`src/hdl/edg_pkg.sv`:
```
// types and constants shared by the elevator group dispatcher
// no dependencies
package edg_pkg;

    localparam logic [1:0] REQ_HALL = 2'd0;
    localparam logic [1:0] REQ_CAR  = 2'd1;
    localparam logic [1:0] REQ_TICK = 2'd2;

    localparam logic [1:0] ST_OK        = 2'd0;
    localparam logic [1:0] ST_BAD_FLOOR = 2'd1;
    localparam logic [1:0] ST_BAD_CAR   = 2'd2;
    localparam logic [1:0] ST_FULL      = 2'd3;

    localparam logic [1:0] HEAD_UP   = 2'd0;
    localparam logic [1:0] HEAD_DOWN = 2'd1;
    localparam logic [1:0] HEAD_IDLE = 2'd2;

    localparam logic [5:0] TOP_FLOOR_RESET = 6'd20;
    localparam logic [15:0] DIST_MAX = 16'hffff;

    // per-car record held in the car state memory
    typedef struct packed {
        logic [5:0]  pos;
        logic [1:0]  heading;
        logic [5:0]  head;
        logic [6:0]  count;
        logic [15:0] travel;
    } car_rec_t;

    typedef struct packed {
        logic [1:0] status;
        logic [3:0] car;
        car_rec_t   rec;
        logic       arrived;
        logic       last;
    } result_t;

    function automatic logic [5:0] start_floor(input logic [2:0] idx);
        logic [5:0] f;
        unique case (idx)
            3'd1:    f = 6'd2;
            3'd2:    f = 6'd8;
            3'd3:    f = 6'd16;
            default: f = 6'd0;
        endcase
        return f;
    endfunction

endpackage

```
`src/hdl/edg_car_mem.sv`:
```
// per-car state memory, one record per car, registered read
// valid bits make never-written entries read as their reset record; uses edg_pkg
module edg_car_mem #(
    parameter int NUM_CARS = 4,
    parameter int CIW = 2
) (
    input  logic              clk,
    input  logic              rst_n,
    input  logic [CIW-1:0]    raddr,
    output edg_pkg::car_rec_t rdata,
    input  logic              we,
    input  logic [CIW-1:0]    waddr,
    input  edg_pkg::car_rec_t wdata
);
    import edg_pkg::*;

    car_rec_t mem [NUM_CARS];
    logic [NUM_CARS-1:0] valid_reg;
    car_rec_t rdata_reg;
    car_rec_t rst_rec;

    always_comb
    begin
        rst_rec = '0;
        rst_rec.pos = start_floor(3'(raddr));
        rst_rec.heading = HEAD_IDLE;
    end

    always_ff @(posedge clk or negedge rst_n)
    begin
        if (!rst_n)
        begin
            valid_reg <= '0;
        end
        else if (we)
        begin
            valid_reg[waddr] <= 1'b1;
        end
    end

    always_ff @(posedge clk)
    begin
        if (we)
        begin
            mem[waddr] <= wdata;
        end
        rdata_reg <= valid_reg[raddr] ? mem[raddr] : rst_rec;
    end

    assign rdata = rdata_reg;

endmodule

```
`src/hdl/edg_fifo_mem.sv`:
```
// destination queues of all cars in one memory, addressed {car, slot}
// registered read; no dependencies
module edg_fifo_mem #(
    parameter int AW = 5
) (
    input  logic          clk,
    input  logic [AW-1:0] raddr,
    output logic [5:0]    rdata,
    input  logic          we,
    input  logic [AW-1:0] waddr,
    input  logic [5:0]    wdata
);
    logic [5:0] mem [2**AW];
    logic [5:0] rdata_reg;

    always_ff @(posedge clk)
    begin
        if (we)
        begin
            mem[waddr] <= wdata;
        end
        rdata_reg <= mem[raddr];
    end

    assign rdata = rdata_reg;

endmodule

```
`src/hdl/elevator_group_dispatcher.sv`:
```
// elevator group dispatcher: sequencer around the car state and queue memories
// uses edg_pkg, edg_car_mem, edg_fifo_mem
//
// Input channel (in_valid/in_stall) takes one request: hall call, car call or
// tick. Output channel (out_valid/out_stall) gives one result per call and
// NUM_CARS results per tick, the final one marked by last. in_stall is high
// while a request is in work; one request is handled at a time.
// Sequence of states, paced by the registered read of the car state memory:
//   hall call: IDLE, SCAN (one car record read per cycle for scoring), APPEND, EMIT
//   car call: IDLE, CWAIT, APPEND, EMIT; car call to an invalid floor: IDLE, CWAIT, EMIT
//   invalid hall floor or invalid car: IDLE, EMIT
//   tick: per car, record read, queue head read (TREC), update (TCALC), then EMIT
// A result sits in the output register until taken; while one is held and out_stall
// is high, the sequencer waits and the result holds. Code 3 requests give no result.
// Reset: cars at floors 0, 2, 8, 16 (others 0), idle, empty queues, top_floor
// 20. The queue memory is not cleared; only written entries are ever used. APB holds
// top_floor at addresses 0-3; the user must write it while idle only, it is not enforced.
module elevator_group_dispatcher #(
    parameter int NUM_CARS = 4,
    parameter int QUEUE_DEPTH = 8
) (
    input  logic        clk,
    input  logic        rst_n,
    input  logic        in_valid,
    output logic        in_stall,
    input  logic [1:0]  req_type,
    input  logic [5:0]  floor,
    input  logic [2:0]  car_number,
    output logic        out_valid,
    input  logic        out_stall,
    output logic [1:0]  status,
    output logic [3:0]  car_index,
    output logic [5:0]  car_floor_now,
    output logic [1:0]  heading,
    output logic [6:0]  pending,
    output logic        arrived,
    output logic [15:0] travelled,
    output logic        last,
    input  logic        psel,
    input  logic        penable,
    input  logic        pwrite,
    input  logic [2:0]  paddr,
    input  logic [31:0] pwdata,
    output logic [31:0] prdata,
    output logic        pready
);
    import edg_pkg::*;

    localparam int CIW = (NUM_CARS > 1) ? $clog2(NUM_CARS) : 1;
    localparam int HW = (QUEUE_DEPTH > 1) ? $clog2(QUEUE_DEPTH) : 1;
    localparam int FAW = CIW + HW;
    localparam logic [6:0] QD = 7'(QUEUE_DEPTH);
    localparam logic [CIW-1:0] LAST_CAR = CIW'(NUM_CARS - 1);

    localparam logic [2:0] S_IDLE   = 3'd0;
    localparam logic [2:0] S_SCAN   = 3'd1;
    localparam logic [2:0] S_CWAIT  = 3'd2;
    localparam logic [2:0] S_APPEND = 3'd3;
    localparam logic [2:0] S_TREC   = 3'd4;
    localparam logic [2:0] S_TCALC  = 3'd5;
    localparam logic [2:0] S_EMIT   = 3'd6;

    logic [2:0]     state_reg, state_next;
    logic [1:0]     type_reg, type_next;
    logic [5:0]     floor_reg, floor_next;
    logic [CIW-1:0] cnt_reg, cnt_next;
    logic [CIW-1:0] best_reg, best_next;
    logic [9:0]     best_s_reg, best_s_next;
    car_rec_t       best_rec_reg, best_rec_next;
    car_rec_t       rec_reg, rec_next;
    result_t        res_reg, res_next;
    logic [5:0]     top_reg;

    result_t out_reg;
    logic    out_valid_reg;
    logic    out_free;

    logic [CIW-1:0] car_raddr;
    car_rec_t       car_rdata;
    logic           car_we;
    logic [CIW-1:0] car_waddr;
    car_rec_t       car_wdata;
    logic [FAW-1:0] fifo_raddr;
    logic [5:0]     fifo_rdata;
    logic           fifo_we;
    logic [FAW-1:0] fifo_waddr;

    logic       accept;
    logic [5:0] dist_f;
    logic [9:0] score;
    logic [7:0] slot_sum;
    logic [7:0] slot;
    car_rec_t   tick_rec;
    logic       tick_arr;

    assign pready = 1'b1;
    assign prdata = (paddr[2] == 1'b0) ? {26'd0, top_reg} : 32'd0;

    always_ff @(posedge clk or negedge rst_n)
    begin
        if (!rst_n)
        begin
            top_reg <= TOP_FLOOR_RESET;
        end
        else if (psel && penable && pwrite && paddr[2] == 1'b0)
        begin
            top_reg <= pwdata[5:0];
        end
    end

    edg_car_mem #(.NUM_CARS(NUM_CARS), .CIW(CIW)) u_car_mem (
        .clk   (clk),
        .rst_n (rst_n),
        .raddr (car_raddr),
        .rdata (car_rdata),
        .we    (car_we),
        .waddr (car_waddr),
        .wdata (car_wdata)
    );

    edg_fifo_mem #(.AW(FAW)) u_fifo_mem (
        .clk   (clk),
        .raddr (fifo_raddr),
        .rdata (fifo_rdata),
        .we    (fifo_we),
        .waddr (fifo_waddr),
        .wdata (floor_reg)
    );

    assign in_stall = (state_reg != S_IDLE);
    assign accept = in_valid && !in_stall;
    assign out_free = !out_valid_reg || !out_stall;

    // score of the car whose record is on the read port
    always_comb
    begin
        dist_f = (car_rdata.pos > floor_reg) ? car_rdata.pos - floor_reg
                                             : floor_reg - car_rdata.pos;
        score = {1'b0, dist_f, 3'd0} + {3'd0, dist_f, 1'b0} + {3'd0, car_rdata.count}
                + ((car_rdata.heading != HEAD_IDLE) ? 10'd2 : 10'd0);
    end

    // tail slot of the chosen car, head + count taken modulo the depth
    always_comb
    begin
        slot_sum = {2'b0, best_rec_reg.head} + {1'b0, best_rec_reg.count};
        slot = (slot_sum >= {1'b0, QD}) ? slot_sum - {1'b0, QD} : slot_sum;
    end

    // one floor of travel toward the head destination
    always_comb
    begin
        tick_rec = rec_reg;
        tick_arr = 1'b0;
        if (rec_reg.count == 7'd0)
        begin
            tick_rec.heading = HEAD_IDLE;
        end
        else
        begin
            if (rec_reg.pos < fifo_rdata)
            begin
                tick_rec.pos = rec_reg.pos + 6'd1;
                tick_rec.heading = HEAD_UP;
                if (rec_reg.travel != DIST_MAX)
                begin
                    tick_rec.travel = rec_reg.travel + 16'd1;
                end
            end
            else if (rec_reg.pos > fifo_rdata)
            begin
                tick_rec.pos = rec_reg.pos - 6'd1;
                tick_rec.heading = HEAD_DOWN;
                if (rec_reg.travel != DIST_MAX)
                begin
                    tick_rec.travel = rec_reg.travel + 16'd1;
                end
            end
            if (tick_rec.pos == fifo_rdata)
            begin
                tick_arr = 1'b1;
                tick_rec.head = (rec_reg.head == 6'(QUEUE_DEPTH - 1)) ? 6'd0
                                                                       : rec_reg.head + 6'd1;
                tick_rec.count = rec_reg.count - 7'd1;
                if (tick_rec.count == 7'd0)
                begin
                    tick_rec.heading = HEAD_IDLE;
                end
            end
        end
    end

    always_comb
    begin
        state_next = state_reg;
        type_next = type_reg;
        floor_next = floor_reg;
        cnt_next = cnt_reg;
        best_next = best_reg;
        best_s_next = best_s_reg;
        best_rec_next = best_rec_reg;
        rec_next = rec_reg;
        res_next = res_reg;
        car_raddr = cnt_reg;
        car_we = 1'b0;
        car_waddr = best_reg;
        car_wdata = best_rec_reg;
        fifo_raddr = {cnt_reg, car_rdata.head[HW-1:0]};
        fifo_we = 1'b0;
        fifo_waddr = {best_reg, slot[HW-1:0]};

        unique case (state_reg)
            S_IDLE:
            begin
                car_raddr = '0;
                if (accept)
                begin
                    type_next = req_type;
                    floor_next = floor;
                    cnt_next = '0;
                    res_next = '0;
                    res_next.last = 1'b1;
                    priority if (req_type == REQ_HALL)
                    begin
                        if (floor > top_reg)
                        begin
                            res_next.status = ST_BAD_FLOOR;
                            state_next = S_EMIT;
                        end
                        else
                        begin
                            state_next = S_SCAN;
                        end
                    end
                    else if (req_type == REQ_CAR)
                    begin
                        if (car_number == 3'd0 || {1'b0, car_number} > 4'(NUM_CARS))
                        begin
                            res_next.status = ST_BAD_CAR;
                            state_next = S_EMIT;
                        end
                        else
                        begin
                            car_raddr = CIW'(car_number - 3'd1);
                            best_next = CIW'(car_number - 3'd1);
                            state_next = S_CWAIT;
                        end
                    end
                    else if (req_type == REQ_TICK)
                    begin
                        state_next = S_TREC;
                    end
                    else
                    begin
                        state_next = S_IDLE;
                    end
                end
            end
            S_SCAN:
            begin
                // record of car cnt_reg arrives while the next one is read
                car_raddr = CIW'(cnt_reg + 1'b1);
                if (cnt_reg == '0 || score < best_s_reg)
                begin
                    best_next = cnt_reg;
                    best_s_next = score;
                    best_rec_next = car_rdata;
                end
                if (cnt_reg == LAST_CAR)
                begin
                    state_next = S_APPEND;
                end
                else
                begin
                    cnt_next = CIW'(cnt_reg + 1'b1);
                end
            end
            S_CWAIT:
            begin
                best_rec_next = car_rdata;
                if (floor_reg == 6'd0 || floor_reg > top_reg)
                begin
                    res_next.status = ST_BAD_FLOOR;
                    res_next.car = 4'(best_reg) + 4'd1;
                    res_next.rec = car_rdata;
                    state_next = S_EMIT;
                end
                else
                begin
                    state_next = S_APPEND;
                end
            end
            S_APPEND:
            begin
                res_next.car = 4'(best_reg) + 4'd1;
                if (best_rec_reg.count >= QD)
                begin
                    res_next.status = ST_FULL;
                    res_next.rec = best_rec_reg;
                end
                else
                begin
                    fifo_we = 1'b1;
                    car_we = 1'b1;
                    car_wdata.count = best_rec_reg.count + 7'd1;
                    res_next.status = ST_OK;
                    res_next.rec = car_wdata;
                end
                state_next = S_EMIT;
            end
            S_TREC:
            begin
                rec_next = car_rdata;
                state_next = S_TCALC;
            end
            S_TCALC:
            begin
                car_we = 1'b1;
                car_waddr = cnt_reg;
                car_wdata = tick_rec;
                res_next.status = ST_OK;
                res_next.car = 4'(cnt_reg) + 4'd1;
                res_next.rec = tick_rec;
                res_next.arrived = tick_arr;
                res_next.last = (cnt_reg == LAST_CAR);
                state_next = S_EMIT;
            end
            S_EMIT:
            begin
                car_raddr = CIW'(cnt_reg + 1'b1);
                if (out_free)
                begin
                    if (type_reg == REQ_TICK && cnt_reg != LAST_CAR)
                    begin
                        cnt_next = CIW'(cnt_reg + 1'b1);
                        state_next = S_TREC;
                    end
                    else
                    begin
                        state_next = S_IDLE;
                    end
                end
            end
            default:
            begin
                state_next = S_IDLE;
            end
        endcase
    end

    always_ff @(posedge clk or negedge rst_n)
    begin
        if (!rst_n)
        begin
            state_reg <= S_IDLE;
            out_valid_reg <= 1'b0;
        end
        else
        begin
            state_reg <= state_next;
            if (state_reg == S_EMIT && out_free)
            begin
                out_valid_reg <= 1'b1;
            end
            else if (!out_stall)
            begin
                out_valid_reg <= 1'b0;
            end
        end
    end

    always_ff @(posedge clk)
    begin
        type_reg <= type_next;
        floor_reg <= floor_next;
        cnt_reg <= cnt_next;
        best_reg <= best_next;
        best_s_reg <= best_s_next;
        best_rec_reg <= best_rec_next;
        rec_reg <= rec_next;
        res_reg <= res_next;
        if (state_reg == S_EMIT && out_free)
        begin
            out_reg <= res_reg;
        end
    end

    assign out_valid = out_valid_reg;
    assign status = out_reg.status;
    assign car_index = out_reg.car;
    assign car_floor_now = out_reg.rec.pos;
    assign heading = out_reg.rec.heading;
    assign pending = out_reg.rec.count;
    assign arrived = out_reg.arrived;
    assign travelled = out_reg.rec.travel;
    assign last = out_reg.last;

    // no state write-back in the idle and emit states
    a_no_write_idle: assert property (@(posedge clk) disable iff (!rst_n)
        (state_reg == S_IDLE || state_reg == S_EMIT) |-> !car_we && !fifo_we)
        else $error("state memory written while not updating");

    a_count_bound: assert property (@(posedge clk) disable iff (!rst_n)
        car_we |-> car_wdata.count <= QD)
        else $error("queue count beyond depth");

    a_append_room: assert property (@(posedge clk) disable iff (!rst_n)
        fifo_we |-> best_rec_reg.count < QD && car_we)
        else $error("queue append without room or without count update");

    a_result_held: assert property (@(posedge clk) disable iff (!rst_n)
        (state_reg == S_EMIT && !out_free) |=> state_reg == S_EMIT)
        else $error("sequencer left emit while output was blocked");

endmodule
```
`config.mk`:
```
export PLATFORM = sky130hd
export DESIGN_NAME = elevator_group_dispatcher
export DESIGN_NICKNAME = d
export VERILOG_FILES = /design/src/hdl/edg_pkg.sv /design/src/hdl/edg_car_mem.sv /design/src/hdl/edg_fifo_mem.sv /design/src/hdl/elevator_group_dispatcher.sv
export SDC_FILE = /design/constraint.sdc
export NUM_CORES = 1
export LEC_CHECK = 0
export BUFFER_PORTS_ARGS = -buffer_cell sky130_fd_sc_hd__buf_2
export CAP_MARGIN = 30
export CORE_ASPECT_RATIO = 1.75
export CORE_MARGIN = 4
export CORE_UTILIZATION = 60
export CTS_CLUSTER_SIZE = 24
export DETAILED_ROUTE_END_ITERATION = 16
export MAX_ROUTING_LAYER = met4
export PLACE_DENSITY_LB_ADDON = 0.3
export SYNTH_ARGS = -nofsm -noshare
export SYNTH_HDL_FRONTEND = slang
export SYNTH_SLANG_ARGS = --single-unit
```
`constraint.sdc`:
```
create_clock -name clk -period 14.35 [get_ports clk]
set_clock_uncertainty 0.2 [all_clocks]
set_input_delay 1.435 -clock clk [delete_from_list [all_inputs] [get_ports clk]]
set_output_delay 1.435 -clock clk [all_outputs]
set_load 0.01 [all_outputs]
```
==> out/results.txt, run 1 <==
Synthesized flop and latch total - 569
Area of the die - 43700 sq um
Slew HR - 42.6%
Largest family of logic cells by synthesized area - multiplexers
Post-synthesis cell count - 1526
Largest net degree at the start of global routing - 78
# IOs - 127
Clock buffer depth - 3
Worst Path Max Fanout - 37
Final hold vios - 0
Critical path's slowest cell - buf_4
CTS tree - built
Core area - 39900 sq um
Number of synthesized flops with an enable pin - 512
Post-CTS Setup Bufs - 0
Aggregate negative setup slack - 0 ns
Clk_lat worst skew - 0.58 ns
CTS H-Tree Depth - 2
Post-synthesis adder-cell area fraction - 3.95%
Row count - 97
Most frequent cell after synthesis - edfxtp_1
Xor and xnor area share after synthesis - 1.78%
Synthesis warning total - 0
Sw Ratio - 36.1%
Post-synthesis simple-gate area fraction - 7.00%
Die H - 274 um
Max VDD drop - 0.165 mV
Cts hold-fix bufs - 0
Nets - 1737
Via density per instance - 6.19
RSZ-0062 raised after global routing - no
Sequential Power Share - 40.3%
Final worst slack - 7.44 ns
GP Congestion - 0.912
Fillers - 2706
Setup Viol. Count Final - 0
HPWL after detailed placement - 35.2 mm
Vias - 13300
Post-synthesis sequential area ratio - 68.6%
Post-placement setup slack - 7.52 ns
Synth top area share - 63.6%
Tmin final - 6.91 ns
Worst slew pin tran - 0.855 ns
Vias in the first global route - 13600
Startpoint types - flip-flop
CP Class - reg -> reg
Sw Pwr - 2.36 mW
Drt total wl - 52.9 mm
DRT Pass-1 Iters - 5
CTS Buf Count - 49
Number of flip-flops in the largest register - 192
Internal - 4.19 mW
Mean post-synth cell area - 15.8 sq um
MaxCap Viol Count - 0
CP most frequent cell - a21o_1
Fmax - 145 MHz
TritonCTS Sinks - 569
Wirelength per Cell - 24.6 um
Critical Path AT - 6.91 ns
Post-synthesis async set-or-reset flop share - 2.46%
Fin util - 66.8%
Post-route ant nets - 0
Synth area leader - edfxtp_1
Leakage power - 9.47 nW
Comb power frac - 40.2%
CP top delay family - compound AO/OA/AOI/OAI gates
Layout cells sized above 1 - 17.9%
Main synth FF type - edfxtp_1
Hold/Removal Path Class - reg -> reg
Residual DRC count - 0
DRT iter0 DRCs - 1074
Mux contribution to synthesized area - 11.0%
PD cells - 246 nW/um^2
Die width - 160 um
Clk pwr share - 19.6%
Initial Utilization - 60.5%
Crit share post-route - 48.2%
Clk slew on worst S/H paths - 0.06 ns
Crit end category - flip-flop
Largest stage delay on the critical path - 0.53 ns
Critical path, cell by cell - buf_4 -> ha_1 -> inv_1 -> fa_1 -> a21o_1 -> a21o_1 -> a21o_1 -> a21oi_1 -> a31oi_1 -> mux2i_1 -> xnor2_1 -> fa_1 -> ha_1 -> a21o_1 -> a21oi_1 -> o21bai_1 -> a21oi_1 -> xnor2_1 -> ha_1 -> a2111oi_0 -> o21ai_0 -> a221o_1 -> o21ai_4 -> buf_4
Post-synthesis cell type count - 73
Initial antenna violation count - 2
Clock Tree Root - clkbuf_16
I/O Buffers - 70
Synth top cells by count - edfxtp_1 (512), nand2_1 (130), mux4_2 (93)
Synth area leaders - edfxtp_1 (64%), mux4_2 (8.7%), dfxtp_1 (3.6%)
Number of slew-limit violations in the final report - 0
Area Overhead vs Synth - 10.3%
First-pass GRT wire length - 80.6 mm
Outcome - completed
Worst Path Required - 14.35 ns
Post-synthesis compound-gate area fraction - 4.72%
CTS-repair resized insts - 0
Total grt overflow - 0
Cell area after synthesis - 24200 sq um
Crit path buf inv count - 3
GRT Total Usage - 25.1%
[final cells by class]
class | count | area, sq um | share of cell area (%)
Sequential cell | 569 | 16600 | 62.2
Multi-Input combinational cell | 832 | 7080 | 26.5
Clock buffer | 60 | 1290 | 4.83
Tap cell | 495 | 619 | 2.32
Timing Repair Buffer | 96 | 586 | 2.20
Clock inverter | 30 | 249 | 0.934
Inverter | 65 | 246 | 0.924
Antenna cell | 3 | 7.51 | 0.0282
[kinds of logic (layout without fill, tap and decap cells)]
logic type      count (synthesis)  after routing
compound gates                183            183
xor+xnor                       49             49
fa+ha+maj                      71             71
buf+inv                       151            251
flops                         569            569
mux                           147            147
other cells                     2             31
simple gates                  354            354
[path summary, 6_finish.rpt]
path                                        start                    endpoint  slack, ns  depth (start not counted)
max in group asynchronous                   rst_n      top_reg[2]$_DFFE_PN1P_      13.06                          1
min reg2reg                 res_reg[44]$_DFFE_PP_         status[1]$_DFFE_PP_       0.20                          0
min in group asynchronous                   rst_n    state_reg[1]$_DFFE_PN0P_       0.58                          1
max reg2reg                floor_reg[0]$_DFFE_PP_  best_rec_reg[24]$_DFFE_PP_       7.44                         24
min                         res_reg[44]$_DFFE_PP_         status[1]$_DFFE_PP_       0.20                          0
max                        floor_reg[0]$_DFFE_PP_  best_rec_reg[24]$_DFFE_PP_       7.44                         24
[power by group through the flow]
stage	Clock (mW)	Sequential, mW	Combinational, mW
finish	1.28	2.64	2.63
global route	1.37	2.67	2.93
CTS	1.30	2.64	2.66
detailed placement	0	2.67	2.65
global placement	0	2.66	2.53
floorplan	0	2.61	1.89
[layer usage]
metal	vias to the layer above	track usage, %	share of wire (%)
li1	5931	-	-
met1	6723	27.1	34
met2	498	45.1	55
met3	158	3.03	5.0
met4	0	13.6	6.1
met5	-	-	0
[stage by stage]
stage                     power, mW  instances  area [sq um]  hold slack, ns
after detailed placement       5.32       2057         25100           0.205
after global placement         5.18       2055         25100           0.203
after global routing           6.96       2149         26700           0.223
after CTS                      6.60       2147         26700           0.206
after floorplan                4.50       1552         24300           0.200
final                          6.55       2150         26700           0.204
[placed cells by master, fill, tap and decap left out, types with 41 or more instances in the layout]
cell | netlist | final
edfxtp_1 | 512 | 512
nand2_1 | 130 | 130
mux4_2 | 93 | 93
nor2_1 | 74 | 74
buf_2 | 8 | 70
inv_1 | 62 | 62
ha_1 | 62 | 62
o21ai_0 | 54 | 53
clkbuf_16 | 0 | 50
mux2i_1 | 44 | 44
nor2b_1 | 41 | 41
dfxtp_1 | 43 | 41
(Power assumes the default switching activity.)
==> run 2, diff against run 1 <==
--- a/config.mk
+++ b/config.mk
@@ -5,6 +5,7 @@
 export SDC_FILE = /design/constraint.sdc
 export NUM_CORES = 1
 export LEC_CHECK = 0
+export ABC_AREA = 1
 export BUFFER_PORTS_ARGS = -buffer_cell sky130_fd_sc_hd__buf_2
 export CAP_MARGIN = 30
 export CORE_ASPECT_RATIO = 1.75
==> constraint.sdc (replaced) <==
create_clock -name clk -period 7 [get_ports clk]
set_clock_uncertainty 0.2 [all_clocks]
set_input_delay 0.7 -clock clk [delete_from_list [all_inputs] [get_ports clk]]
set_output_delay 0.7 -clock clk [all_outputs]
set_load 0.01 [all_outputs]
==> run 2 against run 1 <==
Effect of this change: area after synthesis up 1.2%; wire length up 13%; die area up 1.2%; fmax up 10%; critical path depth up 8; sequential power up 98%; synthesized cell count up 36%; core utilization up 0.58 points.
==> out/results.txt, run 2 <==
Fmax - 160 MHz (+10%)
Synth top cells by count - edfxtp_1 (512), nand2_1 (289), nor2_1 (236)
Largest net degree at the start of global routing - 99 (+27%)
Layout cells sized above 1 - 10.4% (-7.4 points)
Slew HR - 33.3% (-9.3 points)
Residual DRC count - 0 (unchanged)
Synth area leader - edfxtp_1
HPWL after detailed placement - 39.6 mm (+13%)
FF-to-FF End - best_rec_reg[15]$_DFFE_PP_
Hold Path Stages - 1 (+1)
GRT Total Usage - 27.5% (+2.4 points)
CTS H-Tree Depth - 2 (unchanged)
Clk_lat worst skew - 0.59 ns (about the same)
Post-synthesis async set-or-reset flop share - 2.46% (unchanged)
Setup Viol. Count Final - 0 (unchanged)
Synth area leaders - edfxtp_1 (63%), nand2_1 (4.4%), o21ai_0 (3.8%)
Row count - 97 (unchanged)
Final worst slack - 0.738 ns (-6.70 ns)
Commonest cells after routing, fill and taps aside - edfxtp_1 (512), nand2_1 (289), nor2_1 (232), inv_1 (193), o21ai_0 (185)
Post-synthesis cell type count - 55 (-25%)
Fillers - 2902 (+7.2%)
Synthesis warning total - 0 (unchanged)
Number of slew-limit violations in the final report - 0 (unchanged)
Drt total wl - 59.6 mm (+13%)
Hold/Removal Path Class - in -> reg
Die H - 275 um (+0.59%)
Hold path startpoint - floor[3]
Number of flip-flops in the largest register - 192 (unchanged)
Most frequent cell after synthesis - edfxtp_1
Post-placement setup slack - 0.828 ns (-6.69 ns)
CTS Buf Count - 49 (unchanged)
Startpoint types - flip-flop
TritonCTS Sinks - 569 (unchanged)
Worst R2R Path Depth - 32 (+33%)
Nets - 2276 (+31%)
Total grt overflow - 0 (unchanged)
Leakage power - 10.4 nW (+10%)
Area of the die - 44200 sq um (+1.2%)
Worst Path Max Fanout - 29 (-22%)
MaxCap Viol Count - 0 (unchanged)
Synthesized flop and latch total - 569 (unchanged)
Clock buffer depth - 3 (unchanged)
Clk slew on worst S/H paths - 0.07 ns (about the same)
CTS-repair resized insts - 0 (unchanged)
I/O Buffers - 70 (unchanged)
DRT Pass-1 Iters - 6 (+1)
PD cells - 503 nW/um^2 (+100%)
CP most frequent cell - inv_1
RSZ-0062 raised after global routing - no
DRT iter0 DRCs - 1387 (+29%)
Clock Tree Root - clkbuf_16
Outcome - completed
Vias in the first global route - 16500 (+21%)
Post-synthesis sequential area ratio - 67.8% (-0.83 points)
Smallest hold slack - 0.137 ns (-0.0671 ns)
Reg-to-Reg Start - u_car_mem.rdata[31]$_SDFF_PN0_
First-pass GRT wire length - 90.6 mm (+12%)
CP Class - reg -> reg
Most common cell after layout, fill and taps aside - edfxtp_1
Cell area after synthesis - 24500 sq um (+1.2%)
Initial Utilization - 60.9% (+0.37 points)
Main synth FF type - edfxtp_1
Post-route ant nets - 0 (unchanged)
Die width - 161 um (+0.58%)
WHS Endpoint - floor_reg[3]$_DFFE_PP_
Area Overhead vs Synth - 10.6%
Crit share post-route - 89.5% (+41 points)
Synth top area share - 62.8% (-0.77 points)
# diodes - 0 (-3)
Critical path's slowest cell - fa_1
CTS tree - built
Fin util - 67.4% (+0.58 points)
Largest stage delay on the critical path - 0.45 ns (-0.08 ns)
Worst slew pin tran - 1.00 ns (+0.146 ns)
Aggregate negative setup slack - 0 ns (unchanged)
Crit end category - flip-flop
Worst Path Required - 7.05 ns (-7.30 ns)
Mean post-synth cell area - 11.8 sq um (-26%)
Number of synthesized flops with an enable pin - 512 (unchanged)
Core area - 40200 sq um (+0.61%)
Post-synthesis cell count - 2078 (+36%)
Via density per instance - 5.92 (-4.3%)
Final hold vios - 0 (unchanged)
R2R Setup Slk - 0.74 ns (-6.70 ns)
GP Congestion - 0.906 (-0.58%)
Wirelength per Cell - 21.8 um (-12%)
# IOs - 127 (unchanged)
Tmin final - 6.26 ns (-0.648 ns)
Max VDD drop - 0.329 mV (+99%)
Vias - 16200 (+22%)
Critical Path AT - 6.32 ns (-0.59 ns)
Initial antenna violation count - 0 (-2)
[run 2: changes by cell type in the layout (fill, tap and decap cells not counted), sizes merged, moves of 24 or more]
cell    previous run  this run
mux2i             44         1
o21ai             56       221
inv               64       207
xnor2             31         7
a22oi              0        52
nor2b             41         0
nand2            130       297
nor2              74       244
o221ai             1        47
nand3             23       107
mux4              93         0
[run 2: kinds of logic (layout without fill, tap and decap cells)]
family,after synthesis,in the layout,synth area share [%]
adder cells (fa/ha/maj),71,71,3.91
multiplexers,2,2,0.0869
buffers and inverters,315,404,5.42
flip-flops,569,569,67.8
AO/OA/AOI/OAI,413,413,10.3
XOR/XNOR,20,20,0.716
other,2,28,0.0307
AND/OR/NAND/NOR,686,686,11.8
[run 2: critical path: cells and delay by family (launching register included)]
family,cells,cell delay [ns]
adder cells (fa/ha/maj),5,1.62
AO/OA/AOI/OAI,9,1.44
AND/OR/NAND/NOR,9,1.12
buffers and inverters,7,0.82
XOR/XNOR,2,0.36
flip-flops,1,0.34
[run 2: final cells by class]
| cell class | instances | area [sq um] | area share, % |
|---|---|---|---|
| Sequential cell | 569 | 16600 | 61.3 |
| Multi-Input combinational cell | 1220 | 6700 | 24.8 |
| Clock buffer | 66 | 1340 | 4.95 |
| Inverter | 209 | 785 | 2.90 |
| Tap cell | 544 | 681 | 2.52 |
| Timing Repair Buffer | 103 | 621 | 2.29 |
| Clock inverter | 26 | 344 | 1.27 |
[run 2: layer usage]
layer	vias up	global-route usage (%)	share of wire, %
li1	7479	-	-
met1	7906	29.1	35
met2	638	50.7	55
met3	187	2.77	5.0
met4	0	14.2	5.5
met5	-	-	0
[run 2: how the worst max path moves through the flow]
stage	startpoint	end	slack (ns)
global route	u_car_mem.rdata[31]$_SDFF_PN0_	best_rec_reg[15]$_DFFE_PP_	0.23
floorplan	floor_reg[1]$_DFFE_PP_	best_rec_reg[0]$_DFFE_PP_	0.30
finish	u_car_mem.rdata[31]$_SDFF_PN0_	best_rec_reg[15]$_DFFE_PP_	0.74
CTS	u_car_mem.rdata[31]$_SDFF_PN0_	best_rec_reg[15]$_DFFE_PP_	0.77
detailed placement	u_car_mem.rdata[31]$_SDFF_PN0_	best_rec_reg[10]$_DFFE_PP_	0.83
global placement	u_car_mem.rdata[31]$_SDFF_PN0_	best_rec_reg[12]$_DFFE_PP_	0.89
[run 2: what timing repair did]
item / 4_1_cts / 5_1_grt
hold buffers: 1 / 0
buffers inserted: 0 / 0
hold endpoints to repair: 12 / 0
[run 2: where the power goes]
group | total, mW | switching, mW | internal [mW] | leakage [nW]
combinational | 5.57 | 3.91 | 1.67 | 4.41
sequential | 5.23 | 0.344 | 4.89 | 5.21
clock | 2.81 | 1.19 | 1.62 | 0.822
[run 2: metrics by stage]
stage | cell area [sq um] | total power, mW | std cells
after floorplan | 24600 | 9.01 | 2104
after global placement | 25400 | 10.6 | 2643
after detailed placement | 25400 | 10.8 | 2644
after CTS | 27100 | 13.6 | 2737
after global routing | 27100 | 14.5 | 2737
final | 27100 | 13.6 | 2737
==> run 3, diff against run 2 <==
--- a/config.mk
+++ b/config.mk
@@ -9,7 +9,6 @@
 export BUFFER_PORTS_ARGS = -buffer_cell sky130_fd_sc_hd__buf_2
 export CAP_MARGIN = 30
 export CORE_ASPECT_RATIO = 1.75
-export CORE_MARGIN = 4
 export CORE_UTILIZATION = 60
 export CTS_CLUSTER_SIZE = 24
 export DETAILED_ROUTE_END_ITERATION = 16
@@ -17,4 +16,5 @@
 export PLACE_DENSITY_LB_ADDON = 0.3
 export SYNTH_ARGS = -nofsm -noshare
 export SYNTH_HDL_FRONTEND = slang
+export SYNTH_HIERARCHICAL = 1
 export SYNTH_SLANG_ARGS = --single-unit
==> constraint.sdc (replaced) <==
create_clock -name clk -period 6.05 [get_ports clk]
set_clock_uncertainty 0.2 [all_clocks]
set_input_delay 0.605 -clock clk [delete_from_list [all_inputs] [get_ports clk]]
set_output_delay 0.605 -clock clk [all_outputs]
set_load 0.01 [all_outputs]
==> run 3 against run 2 <==
Effect of this change: combinational power grew 38%; first-iteration DRC count shrank 1.9%; total power grew 25%; global-route usage grew 2.0 points; register-to-register slack lost 0.42 ns; final cell count grew 12%; wire length grew 1.1%; via count grew 6.3%.
==> out/results.txt, run 3 <==
GR peak layer - met2
HPWL after detailed placement - 40.8 mm (+2.9%)
TritonCTS Sinks - 569 (unchanged)
Most common cell after layout, fill and taps aside - nand2_1
M1 GR Usage - 29.8% (+0.71 points)
# IOs - 127 (unchanged)
Clk slew on worst S/H paths - 0.07 ns (about the same)
GP Congestion - 0.903 (-0.36%)
Post-route cell area - 28000 sq um (+3.3%)
Worst Setup SP - floor_reg[0]$_DFFE_PP_
Worst Path Max Fanout - 17 (-41%)
Post-synthesis sequential area ratio - 65.3% (-2.5 points)
Mean post-synth cell area - 10.6 sq um (-10%)
CTS H-Tree Depth - 2 (unchanged)
CP Class - reg -> reg
Post-synthesis cell type count - 53 (-3.6%)
Outcome - completed
Global-route met3 utilization - 3.71% (+0.94 points)
Row count - 99 (+2.1%)
Clock Tree Root - clkbuf_16
Worst Path Required - 6.13 ns (-0.92 ns)
Post-placement cell area - 26200 sq um (+3.4%)
Slew HR - 29.7% (-3.6 points)
DRT Pass-1 Iters - 6 (unchanged)
Fin util - 67.0% (-0.40 points)
Max VDD drop - 0.496 mV (+51%)
Core area - 41700 sq um (+3.9%)
Synthesis warning total - 6 (+6)
First-pass GRT wire length - 92.1 mm (+1.6%)
Setup Viol. Count Final - 0 (unchanged)
Area of the die - 43200 sq um (-2.2%)
Vias - 17200 (+6.3%)
Synth top cells by count - nand2_1 (746), edfxtp_1 (512), nand3_1 (253)
Main synth FF type - edfxtp_1
Vias in the first global route - 17200 (+4.2%)
Aggregate negative setup slack - 0 ns (unchanged)
Synth area leaders - edfxtp_1 (60%), nand2_1 (11%), nand3_1 (5.0%)
Clock buffer depth - 3 (unchanged)
Commonest cells after routing, fill and taps aside - nand2_1 (745), edfxtp_1 (512), nand3_1 (253), inv_1 (225), nor2_1 (152)
Post-synthesis async set-or-reset flop share - 2.46% (unchanged)
Tot Pwr - 17.0 mW (+25%)
CTS tree - built
PD cells - 608 nW/um^2 (+21%)
Largest stage delay on the critical path - 0.43 ns (-0.02 ns)
Critical Path AT - 5.81 ns (-0.51 ns)
Layout cells sized above 1 - 10.4% (-0.056 points)
Initial Utilization - 60.9% (about the same)
Drt total wl - 60.2 mm (+1.1%)
Post-route ant nets - 0 (unchanged)
RSZ-0062 raised after global routing - no
Largest net degree at the start of global routing - 97 (-2.0%)
Hold/Removal Path Class - in -> reg
Final hold vios - 0 (unchanged)
Residual DRC count - 0 (unchanged)
Fillers - 3156 (+8.8%)
Number of synthesized flops with an enable pin - 512 (unchanged)
MaxCap Viol Count - 0 (unchanged)
Worst slew pin tran - 1.05 ns (+0.0525 ns)
Die width - 158 um (-1.9%)
Reg-to-Reg Start - floor_reg[0]$_DFFE_PP_
Critical path's slowest cell - edfxtp_1
I/O Buffers - 70 (unchanged)
Total grt overflow - 0 (unchanged)
Cell area after synthesis - 25400 sq um (+3.9%)
Crit end category - flip-flop
Area Overhead vs Synth - 9.99%
CP most frequent cell - nand2_1
Post-synthesis cell count - 2401 (+16%)
Met2 Usage GRT - 53.5% (+2.8 points)
Number of slew-limit violations in the final report - 0 (unchanged)
Synthesized flop and latch total - 569 (unchanged)
Startpoint types - flip-flop
Die H - 274 um (-0.32%)
Fmax - 175 MHz (+9.3%)
Number of flip-flops in the largest register - 192 (unchanged)
Crit share post-route - 94.7% (+5.2 points)
Nets - 2595 (+14%)
Smallest hold slack - 0.0560 ns (-0.0813 ns)
Tmin final - 5.73 ns (-0.533 ns)
Hold path startpoint - req_type[1]
GRT Total Usage - 29.6% (+2.0 points)
Clk_lat worst skew - 0.59 ns (about the same)
Most frequent cell after synthesis - nand2_1
Leakage power - 11.6 nW (+11%)
Wirelength per Cell - 19.6 um (-9.9%)
Synth area leader - edfxtp_1
Initial antenna violation count - 1 (+1)
DRT iter0 DRCs - 1360 (-1.9%)
CTS Buf Count - 49 (unchanged)
Synth top area share - 60.5% (-2.3 points)
Via density per instance - 5.61 (-5.2%)
-- run 3: cell count changes after synthesis, moves of 32 or more --
| cell | previous run | this run |
|---|---|---|
| nand2_1 | 289 | 746 |
| nand3_1 | 99 | 253 |
| o21ai_0 | 185 | 57 |
| nor2_1 | 236 | 158 |
| a22oi_1 | 52 | 0 |
| o221ai_1 | 46 | 7 |
| inv_1 | 194 | 226 |
| or2_2 | 2 | 34 |
-- run 3: critical path, delay by kind of cell (launching register included) --
kind	cells	cell delay (ns)
AO/OA/AOI/OAI	8	1.22
XOR/XNOR	3	0.56
adder cells (fa/ha/maj)	5	1.49
buffers and inverters	6	0.68
flip-flops	1	0.43
AND/OR/NAND/NOR	9	0.81
-- run 3: area by class of cell --
cell class	instances	area, sq um	share of cell area [%]
flip-flops and latches	569	16600	59.4
multi-input cells	1509	7440	26.6
clock buffers	64	1320	4.73
inverters	234	881	3.15
repair buffers	111	728	2.61
well taps	555	694	2.48
clock inverters	26	294	1.05
diodes	2	5.00	0.0179
-- run 3: path summary, 6_finish.rpt --
kind | to | depth (start not counted) | slack (ns)
max | best_rec_reg[27]$_DFFE_PP_ | 31 | 0.32
min | type_reg[1]$_DFFE_PP_ | 1 | 0.06
max reg2reg | best_rec_reg[27]$_DFFE_PP_ | 31 | 0.32
min reg2reg | arrived$_DFFE_PP_ | 0 | 0.22
max in group asynchronous | top_reg[2]$_DFFE_PN1P_ | 2 | 4.99
min in group asynchronous | state_reg[0]$_DFFE_PN0P_ | 2 | 0.31
-- run 3: cell families after synthesis --
logic type	Yosys count	synth area share, %
xor gates and xnor gates	22	0.758
DFF	569	65.3
AOI/OAI and AO/OA	153	3.58
muxes	1	0.0394
other	2	0.0296
and+or+nand+nor	1237	20.5
adders and majority gates	68	3.55
buffers and inverters	349	6.27
-- run 3: through the flow --
step	worst slack (ns)	cells
floorplan	0.0436	2427
global placement	0.272	2967
detailed placement	0.161	2969
CTS	0.0706	3060
global route	0.0138	3069
finish	0.321	3070
-- run 3: repair_timing --
| item | in CTS | in global routing |
|---|---|---|
| hold endpoints to repair | 12 | 0 |
| resized for setup | 0 | 8 |
| endpoints found under the setup margin | 0 | 49 |
| hold buffers | 1 | 0 |
| buffers inserted | 0 | 7 |
-- run 3: metal layers --
layer / wire, um / part of all wire, %
met2: 32400 / 54
met1: 20900 / 35
met5: 0 / 0
met4: 3960 / 6.6
met3: 2980 / 4.9
-- run 3: report_power, final --
part | switching [mW] | internal [mW] | total [mW]
logic | 5.25 | 2.45 | 7.70
clock network | 1.39 | 1.77 | 3.16
registers | 0.399 | 5.75 | 6.15
